--- src/hw/rtl/ptm_pkg.sv ---
package ptm_pkg;

    localparam int IDX_W = 9;
    localparam int ENTRIES_PER_TABLE = 512;
    localparam int DESC_W = 64;
    localparam int BASE_W = 28;

    localparam logic MODE_PAGE  = 1'b0;
    localparam logic MODE_BLOCK = 1'b1;

    localparam logic [1:0] ST_OK        = 2'd0;
    localparam logic [1:0] ST_CONFLICT  = 2'd1;
    localparam logic [1:0] ST_NO_TABLES = 2'd2;

    localparam logic [1:0] DESC_KIND_BLOCK = 2'b01;
    localparam logic [1:0] DESC_KIND_TABLE = 2'b11;

    typedef struct packed {
        logic        mode;
        logic [38:0] virt_addr;
        logic [39:0] phys_addr;
        logic        user_access;
        logic        write_protect;
    } ptm_req_t;

    typedef struct packed {
        logic [1:0]        status;
        logic [DESC_W-1:0] descriptor;
        logic [6:0]        tables_used;
    } ptm_rsp_t;

    typedef struct packed {
        logic en;
        logic we;
    } ptm_mem_cmd_t;

    // Leaf descriptor: page or 1 GiB block, with AP[2:1] and the access flag.
    function automatic logic [DESC_W-1:0] make_leaf(input ptm_req_t req);
        logic [DESC_W-1:0] d;
        d = '0;
        d[10] = 1'b1;
        d[7]  = req.write_protect;
        d[6]  = req.user_access;
        if (req.mode == MODE_BLOCK)
        begin
            d[1:0]   = DESC_KIND_BLOCK;
            d[39:30] = req.phys_addr[39:30];
        end
        else
        begin
            d[1:0]   = DESC_KIND_TABLE;
            d[39:12] = req.phys_addr[39:12];
        end
        return d;
    endfunction

    // Table descriptor pointing at table number t above the configured base.
    function automatic logic [DESC_W-1:0] table_desc(input logic [BASE_W-1:0] base,
                                                     input logic [35:0] t);
        logic [35:0] page;
        page = 36'(base) + t;
        return {16'b0, page, 10'b0, DESC_KIND_TABLE};
    endfunction

endpackage

--- src/hw/rtl/ptm_walk.sv ---
module ptm_walk #(
    parameter int MAX_TABLES = 64,
    parameter int TIW        = 6,
    parameter int AW         = 15
) (
    input  logic                  clk,
    input  logic                  rst_n,
    input  logic                  accept,
    input  ptm_pkg::ptm_req_t     request,
    input  logic [27:0]           base,
    input  logic [63:0]           rdata,
    output ptm_pkg::ptm_mem_cmd_t mem_cmd,
    output logic [AW-1:0]         mem_addr,
    output logic [63:0]           mem_wdata,
    output logic                  active,
    output logic                  result_valid,
    output ptm_pkg::ptm_rsp_t     result
);
    import ptm_pkg::*;

    localparam int CW = $clog2(MAX_TABLES + 1);
    localparam logic [CW:0] MAX_C = (CW + 1)'(MAX_TABLES);

    typedef enum logic [2:0] {
        S_IDLE,
        S_L1,
        S_L2,
        S_L3,
        S_W2,
        S_W3
    } state_t;

    state_t          state_reg, state_next;
    ptm_req_t        req_reg, req_next;
    logic [63:0]     desc_reg, desc_next;
    logic [TIW-1:0]  t2_reg, t2_next;
    logic [TIW-1:0]  t3_reg, t3_next;
    logic [CW-1:0]   nt_reg, nt_next;
    logic            rv_reg, rv_next;
    ptm_rsp_t        rsp_reg, rsp_next;

    logic [8:0]      i1, i2, i3;
    logic [35:0]     dec_page;
    logic [35:0]     dec_diff;
    logic            dec_ok;
    logic [TIW-1:0]  dec_t;
    logic            room1, room2;
    logic [CW+6:0]   nt_ext;

    assign i1 = req_reg.virt_addr[38:30];
    assign i2 = req_reg.virt_addr[29:21];
    assign i3 = req_reg.virt_addr[20:12];

    assign dec_page = rdata[47:12];
    assign dec_diff = dec_page - 36'(base);
    assign dec_ok   = (dec_page >= 36'(base)) && (dec_diff != 36'd0)
                      && (dec_diff < 36'(nt_reg));
    assign dec_t    = dec_diff[TIW-1:0];

    assign room2  = ({1'b0, nt_reg} + (CW + 1)'(2)) <= MAX_C;
    assign room1  = ({1'b0, nt_reg} + (CW + 1)'(1)) <= MAX_C;
    assign nt_ext = {7'b0, nt_next};

    always_comb
    begin
        state_next = state_reg;
        req_next   = req_reg;
        desc_next  = desc_reg;
        t2_next    = t2_reg;
        t3_next    = t3_reg;
        nt_next    = nt_reg;
        rv_next    = 1'b0;
        rsp_next   = rsp_reg;
        mem_cmd    = '0;
        mem_addr   = '0;
        mem_wdata  = '0;

        case (state_reg)
            S_IDLE:
            begin
                if (accept)
                begin
                    req_next  = request;
                    desc_next = make_leaf(request);
                    mem_cmd.en = 1'b1;
                    mem_addr   = {{TIW{1'b0}}, request.virt_addr[38:30]};
                    if (request.mode == MODE_BLOCK)
                    begin
                        mem_cmd.we = 1'b1;
                        mem_wdata  = desc_next;
                        rv_next    = 1'b1;
                        rsp_next.status = ST_OK;
                    end
                    else
                    begin
                        state_next = S_L1;
                    end
                end
            end
            S_L1:
            begin
                if (rdata[1:0] == DESC_KIND_BLOCK)
                begin
                    rv_next = 1'b1;
                    rsp_next.status = ST_CONFLICT;
                end
                else if (!rdata[0])
                begin
                    if (!room2)
                    begin
                        rv_next = 1'b1;
                        rsp_next.status = ST_NO_TABLES;
                    end
                    else
                    begin
                        t2_next    = nt_reg[TIW-1:0];
                        t3_next    = t2_next + TIW'(1);
                        nt_next    = nt_reg + CW'(2);
                        mem_cmd.en = 1'b1;
                        mem_cmd.we = 1'b1;
                        mem_addr   = {{TIW{1'b0}}, i1};
                        mem_wdata  = table_desc(base, 36'(t2_next));
                        state_next = S_W2;
                    end
                end
                else if (!dec_ok)
                begin
                    rv_next = 1'b1;
                    rsp_next.status = ST_CONFLICT;
                end
                else
                begin
                    t2_next    = dec_t;
                    mem_cmd.en = 1'b1;
                    mem_addr   = {dec_t, i2};
                    state_next = S_L2;
                end
            end
            S_L2:
            begin
                if (rdata[1:0] == DESC_KIND_BLOCK)
                begin
                    rv_next = 1'b1;
                    rsp_next.status = ST_CONFLICT;
                end
                else if (!rdata[0])
                begin
                    if (!room1)
                    begin
                        rv_next = 1'b1;
                        rsp_next.status = ST_NO_TABLES;
                    end
                    else
                    begin
                        t3_next    = nt_reg[TIW-1:0];
                        nt_next    = nt_reg + CW'(1);
                        mem_cmd.en = 1'b1;
                        mem_cmd.we = 1'b1;
                        mem_addr   = {t2_reg, i2};
                        mem_wdata  = table_desc(base, 36'(t3_next));
                        state_next = S_W3;
                    end
                end
                else if (!dec_ok)
                begin
                    rv_next = 1'b1;
                    rsp_next.status = ST_CONFLICT;
                end
                else
                begin
                    t3_next    = dec_t;
                    mem_cmd.en = 1'b1;
                    mem_addr   = {dec_t, i3};
                    state_next = S_L3;
                end
            end
            S_L3:
            begin
                rv_next = 1'b1;
                rsp_next.status = ST_OK;
                if (rdata != desc_reg)
                begin
                    if (rdata[0])
                    begin
                        rsp_next.status = ST_CONFLICT;
                    end
                    else
                    begin
                        mem_cmd.en = 1'b1;
                        mem_cmd.we = 1'b1;
                        mem_addr   = {t3_reg, i3};
                        mem_wdata  = desc_reg;
                    end
                end
            end
            S_W2:
            begin
                mem_cmd.en = 1'b1;
                mem_cmd.we = 1'b1;
                mem_addr   = {t2_reg, i2};
                mem_wdata  = table_desc(base, 36'(t3_reg));
                state_next = S_W3;
            end
            S_W3:
            begin
                mem_cmd.en = 1'b1;
                mem_cmd.we = 1'b1;
                mem_addr   = {t3_reg, i3};
                mem_wdata  = desc_reg;
                rv_next    = 1'b1;
                rsp_next.status = ST_OK;
            end
            default:
            begin
                state_next = S_IDLE;
            end
        endcase

        if (rv_next)
        begin
            state_next = S_IDLE;
            rsp_next.descriptor  = desc_next;
            rsp_next.tables_used = nt_ext[6:0];
        end
    end

    always_ff @(posedge clk or negedge rst_n)
    begin
        if (!rst_n)
        begin
            state_reg <= S_IDLE;
            nt_reg    <= CW'(1);
            rv_reg    <= 1'b0;
            req_reg   <= '0;
            desc_reg  <= '0;
            t2_reg    <= '0;
            t3_reg    <= '0;
            rsp_reg   <= '0;
        end
        else
        begin
            state_reg <= state_next;
            nt_reg    <= nt_next;
            rv_reg    <= rv_next;
            req_reg   <= req_next;
            desc_reg  <= desc_next;
            t2_reg    <= t2_next;
            t3_reg    <= t3_next;
            rsp_reg   <= rsp_next;
        end
    end

    assign active       = (state_reg != S_IDLE);
    assign result_valid = rv_reg;
    assign result       = rsp_reg;

endmodule

--- config.mk ---
export PLATFORM = sky130hd
export DESIGN_NAME = ptm_walk
export DESIGN_NICKNAME = d
export VERILOG_FILES = /design/src/hw/rtl/ptm_pkg.sv /design/src/hw/rtl/ptm_walk.sv
export SDC_FILE = /design/constraint.sdc
export NUM_CORES = 1
export LEC_CHECK = 0
export ABC_CLOCK_PERIOD_IN_PS = 8600
export BUFFER_PORTS_ARGS = -buffer_cell sky130_fd_sc_hd__buf_2
export CORE_MARGIN = 1.5
export CORE_UTILIZATION = 30
export CTS_BUF_LIST = sky130_fd_sc_hd__clkbuf_8
export DETAILED_ROUTE_END_ITERATION = 6
export MAX_ROUTING_LAYER = met4
export PLACE_DENSITY = 0.55
export RECOVER_POWER = 50
export SKIP_LAST_GASP = 1
export SLEW_MARGIN = 20
export SYNTH_ARGS = -nofsm -noshare
export SYNTH_HDL_FRONTEND = slang
export SYNTH_SLANG_ARGS = --single-unit
--- constraint.sdc ---
create_clock -name clk -period 8.6 [get_ports clk]
set_clock_uncertainty 0.2 [all_clocks]
set_input_delay 1.72 -clock clk [delete_from_list [all_inputs] [get_ports clk]]
set_output_delay 1.72 -clock clk [all_outputs]
set_load 0.02 [all_outputs]
Word level (Yosys, flattened, before mapping)
Cells that the tools add are included.

storage, ports and cells
  register bits = 199

cells by class
  add/sub/neg operators = 8
  magnitude comparators = 4
  equal/unequal tests = 27
  mux-type cells = 91
  bitwise gates (word level) = 1
  reductions and logical operators = 15

operators with widths
  cell                                                                   count
  64-bit case mux with 6 select lines                                    1
  64-bit 2-to-1 mux                                                      4
  41-bit 2-to-1 mux                                                      6
  15-bit 2-to-1 mux                                                      9
  15-bit case mux with 6 select lines                                    1
  40-bit 2-to-1 mux                                                      2
  64-bit inequality test                                                 1
  28-bit by 6-bit adder with 29-bit output                               2
  6-bit 2-to-1 mux                                                       9
  7-bit 2-to-1 mux                                                       6
  36-bit by 28-bit greater-or-equal comparator with 1-bit output         1
  36-bit by 7-bit < comparator with 1-bit output                         1
  36-bit nonzero test                                                    1
  36-bit by 28-bit subtractor with 36-bit output                         1
  2-bit 2-to-1 mux                                                       17
  3-bit 2-to-1 mux                                                       11
  4-bit inequality test, second input constant                           6
  2-bit case mux with 5 select lines                                     2
  18-bit 2-to-1 mux                                                      1
  9-bit 2-to-1 mux                                                       2
  3-bit inequality test, second input constant                           6
  8-bit by 7-bit <= comparator with 1-bit output, second input constant  2
  1-bit 2-to-1 mux                                                       16
  3-bit case mux with 5 select lines                                     1
  other kinds (26)                                                       37

Longest topological paths before layout
  depth in word-level cells = 10
  gate-level depth with buffers = 18
  depth with buffers taken out = 17

Worst setup path before layout
No wires, ideal clock.

  kind = in2out
  start point = input rdata[12]
  end point = output mem_addr[0]
  arrival = 5758 ps
  setup slack = 922 ps
  cell stages on the path = 16
  path buffers = 0
  path through = inv_1 ha_1 fa_1 nand2b_1 a21oi_2 o21a_1 nor2_1 ha_1 a221o_1 a221oi_1 nand4_1 or4_1 or4b_4 nor4_1 nor2_1 o211ai_1

on the way
  cells in the longest elaborated chain, start to end = 8
  elaborated cells on any way between the ends = 15
  classes of those cells = add/sub: 1; order compare: 2; eq/ne: 1; mux: 8; reduce/logical: 3

ends and longest elaborated chain
  what                                                                                    line            source
  start: declaration                                                                      ptm_walk.sv:11  input logic [63:0] rdata,
  branches (longest 7 deep; another with 36-bit by 28-bit subtractor with 36-bit output)  -
  15-bit case mux with 6 select lines (*)                                                 ptm_walk.sv:78  case (state_reg)
  end: declaration                                                                        ptm_walk.sv:13  output logic [AW-1:0] mem_addr,

Mark *: on every way between the ends.

Final worst setup path
  start point = input rdata[12]
  end point = output mem_addr[11]

Same word-level chain as after synthesis.

==> metrics.yaml <==
syn_area_mm2: 0.0136
final.fill_count: 4727
reg2regPathDepth: 8
crit_arrival_ns: 6.53
status: "finished, violations left"
required_ns: 6.68
grt_pass1_wl_um: 84100
dp_hpwl_um: 45200
slowest_delay_ns: 0.57
core_region_area_mm2: 0.0445
fp.dieH_um: 216
fin_nets: 2049
peakVddDrop_mv: 0.0855
min_path_type: "register to register"
crit_path_end_kind: "output pin"
vias: 13200
cts_sinks: 187
grt_overflow: 0
seq_area_frac_synth_pct: 34.4
io_pins: 333
drt-wirelength-per-cell_um: 23.4
synthesis.nets: 1776
seq_area_mm2: 0.00468
cts_root_buf: "clkbuf_8"
slew_violations: 273
critPathMaxFanout: 4
min_path_cells: 2
dpl_cell_area_mm2: 0.0158
yosys_warnings: 0
firstDrtPassIters: 6
synth_compound_area_share_pct: 19.3
dieArea_mm2: 0.0467
async_flop_share_pct: 100
p_per_area_mw_per_mm2: 143
multiInputGateArea_mm2: 0.00828
cap_violations: 4
drc: 0
drt_iter0_drc: 1224
cts_tree: "done"
cts_setup_buffers: 0
routed_wl_um: 56900
p_switching_uw: 823
critPathBufInv: 4
crit-reg2reg-launch: "state_reg[0]$_DFFE_PN0P_"
finalNonFillerCells: 2427
cp.depth: 19
min_to: "i1[0]$_DFFE_PN0P_"
synth_ff_type: "dfrtp_1"
initial_utilization_pct: 30.6
period_needed_ns: 8.45
rrSetupSlack_ns: 3.14
leakagePower_uw: 0.00785
clockBufferDepth: 2
stdcell_area_mm2: 0.0162
worst_path_max_delay_cell: "or4_1"
cts.htree.levels: 4
r2r-end: "result[9]$_DFFE_PN0P_"
fmax_mhz: 118
syn_area_per_cell_um2: 8.82
ys_seq_elements: 187
crit_chain: "buf_2, inv_1, ha_1, fa_1, nand2b_1, a21oi_2, o21a_1, nor2_1, ha_1, a221o_1, a221oi_1, nand4_1, or4_1, nor4b_2, and4_1, o21ai_0, buf_4, o21ai_0, buf_2"
grt_max_degree: 109
finalHoldViolCount: 0
worst_slew_pin_slew_ns: 5.92
antenna_left: 0
place_congestion: 0.985
relSlewSlack_pct: -294
synth-edff-count: 0
netlist_instances: 1545
yosysUniqueCellTypes: 84
violations: "max-capacitance violations, max-slew violations"
share_seq_of_total_power_pct: 44.0
synth_top_family_by_area: "simple AND/OR/NAND/NOR gates"
worstSetupStartpointType: "primary input"
power.share.switching_pct: 35.5
clk_pin_slew_worst_paths_ns: 0.10
power_uw: 2320
cts_buffers: 17
hold_path.startpoint: "i1[0]$_DFFE_PN0P_"
finalSetupTns_ns: 0
drive_above_1_share_pct: 25.5
synthMuxAreaShare_pct: 9.05
row_count: 77
synth_fa_ha_area_share_pct: 5.12
intPower_uw: 1490
period_share_pct: 98.2
crit_family: "simple AND/OR/NAND/NOR gates"
finalSetupViolCount: 0
comb_power_share_pct: 29.3
largest_reg_flops: 73
grt_pass1_vias: 13100
numPortBuffers: 308
worstSkewPairLatency_ns: 0.51
synthSimpleGateAreaFrac_pct: 21.1
antenna_found_initial: 5
dp_cells: 2391
grt_setup_unrepaired: "true"
crit_type: "primary input to output pin"
synthXorXnorAreaFrac_pct: 5.98
grt.total_usage_pct: 24.8
area_growth_pct: 18.7
dieWidth_um: 216
clockPowerShare_pct: 26.7
vias_per_cell: 5.43
[Yosys cell counts (7+ instances only)]
cell       instances  area, µm²
a222oi_1          18        180
nand2b_1          16        100
a22o_1            15        131
mux2_4            69       1040
and4_1             7       61.3
o22ai_1           15       93.8
o2111ai_1          9       78.8
a221o_1            9       90.1
ha_1              51        638
a22oi_1           17        128
and2_1            64        400
clkbuf_1          59        221
nand4_1           36        225
o21ai_0           91        455
o21bai_1           7       52.6
o211ai_1          22        165
dfrtp_1          186       4650
a211oi_1          11       82.6
nor2_1            87        327
inv_1             84        315
a21o_1            17        128
mux2_2             9        101
o21a_1            22        165
buf_6              8       90.1
o221ai_1           8       70.1
xor2_1            51        447
a31oi_1            9       56.3
nand3_1           30        150
nand2_1          235        882
and3_1             9       56.3
xnor2_1           42        368
nor3_1            22        110
nor4_1            22        138
or3_1             11       68.8
a21oi_1           61        305
[repair_timing]
action / CTS / global route
hold buffers: 0 / 0
resized for setup: 0 / 3
endpoints found under the setup margin: 0 / 11
[per-layer routing]
| metal | global-route usage (%) | vias to the layer above | wire, µm |
|---|---|---|---|
| met4 | 7.34 | 0 | 1440 |
| met1 | 32.4 | 6490 | 25300 |
| met2 | 37.0 | 498 | 25400 |
| met3 | 7.24 | 68 | 4800 |
| met5 | - | - | 0 |
| li1 | - | 6121 | - |
[layout make-up]
cell class | count | share of cell area, %
Antenna cell | 4 | 0.0619
Sequential cell | 187 | 28.9
Inverter | 84 | 1.95
Timing Repair Buffer | 334 | 10.8
Multi-Input combinational cell | 1194 | 51.2
Tap cell | 592 | 4.58
Clock inverter | 11 | 0.735
Clock buffer | 21 | 1.79
[worst reg2reg max path, stage by stage, from the launching register on]
cell	delay (ns)
dfrtp_1	0.53
nor3_1	0.18
nand2_2	0.09
clkbuf_1	2.81
nor2_2	0.17
a21oi_1	0.45
o21ai_4	0.11
buf_12	0.24
mux2_4	0.57
[worst max path at each step]
stage               from            to  slack, ns
2_1_floorplan  rdata[12]   mem_addr[0]       0.92
3_3_place_gp     base[2]   mem_addr[0]       0.15
3_5_place_dp     base[2]   mem_addr[0]       0.16
4_1_cts          base[2]   mem_addr[0]       0.14
5_1_grt          base[4]  mem_addr[11]      -0.01
6_report       rdata[12]  mem_addr[11]       0.15
[power by group through the flow]
stage	clock, µW	sequential [µW]	combinational [µW]
floorplan	0	1060	373
global placement	0	1030	676
detailed placement	0	1030	674
CTS	642	1020	678
global route	678	1030	737
finish	618	1020	679
[layout by cell type, fill, tap and decap left out, types with 26 or more instances in the layout]
cell type	Yosys	routed
xor2_1	51	51
inv_1	84	86
xnor2_1	42	42
mux2_4	69	69
nand2_1	235	234
o21ai_0	91	91
dfrtp_1	186	186
buf_2	6	306
nor2_1	87	85
nand4_1	36	36
a21oi_1	61	61
and2_1	64	40
and2_0	2	26
nand3_1	30	30
ha_1	51	51
[stage by stage]
step,util [%],hold WS (ns),setup WS (ns)
global placement,35.4,0.258,0.154
finish,36.3,0.291,0.154
CTS,36.3,0.291,0.137
global route,36.3,0.328,-0.0147
detailed placement,35.4,0.267,0.157
floorplan,-,0.246,0.922
[cells by family after synthesis]
logic type               count (synthesis)
AND/OR/NAND/NOR                        580
XOR/XNOR                                93
adder cells (fa/ha/maj)                 54
AO/OA/AOI/OAI                          380
buffers and inverters                  164
multiplexers                            87
flip-flops                             187
Power figures use the tool's default switching activity.
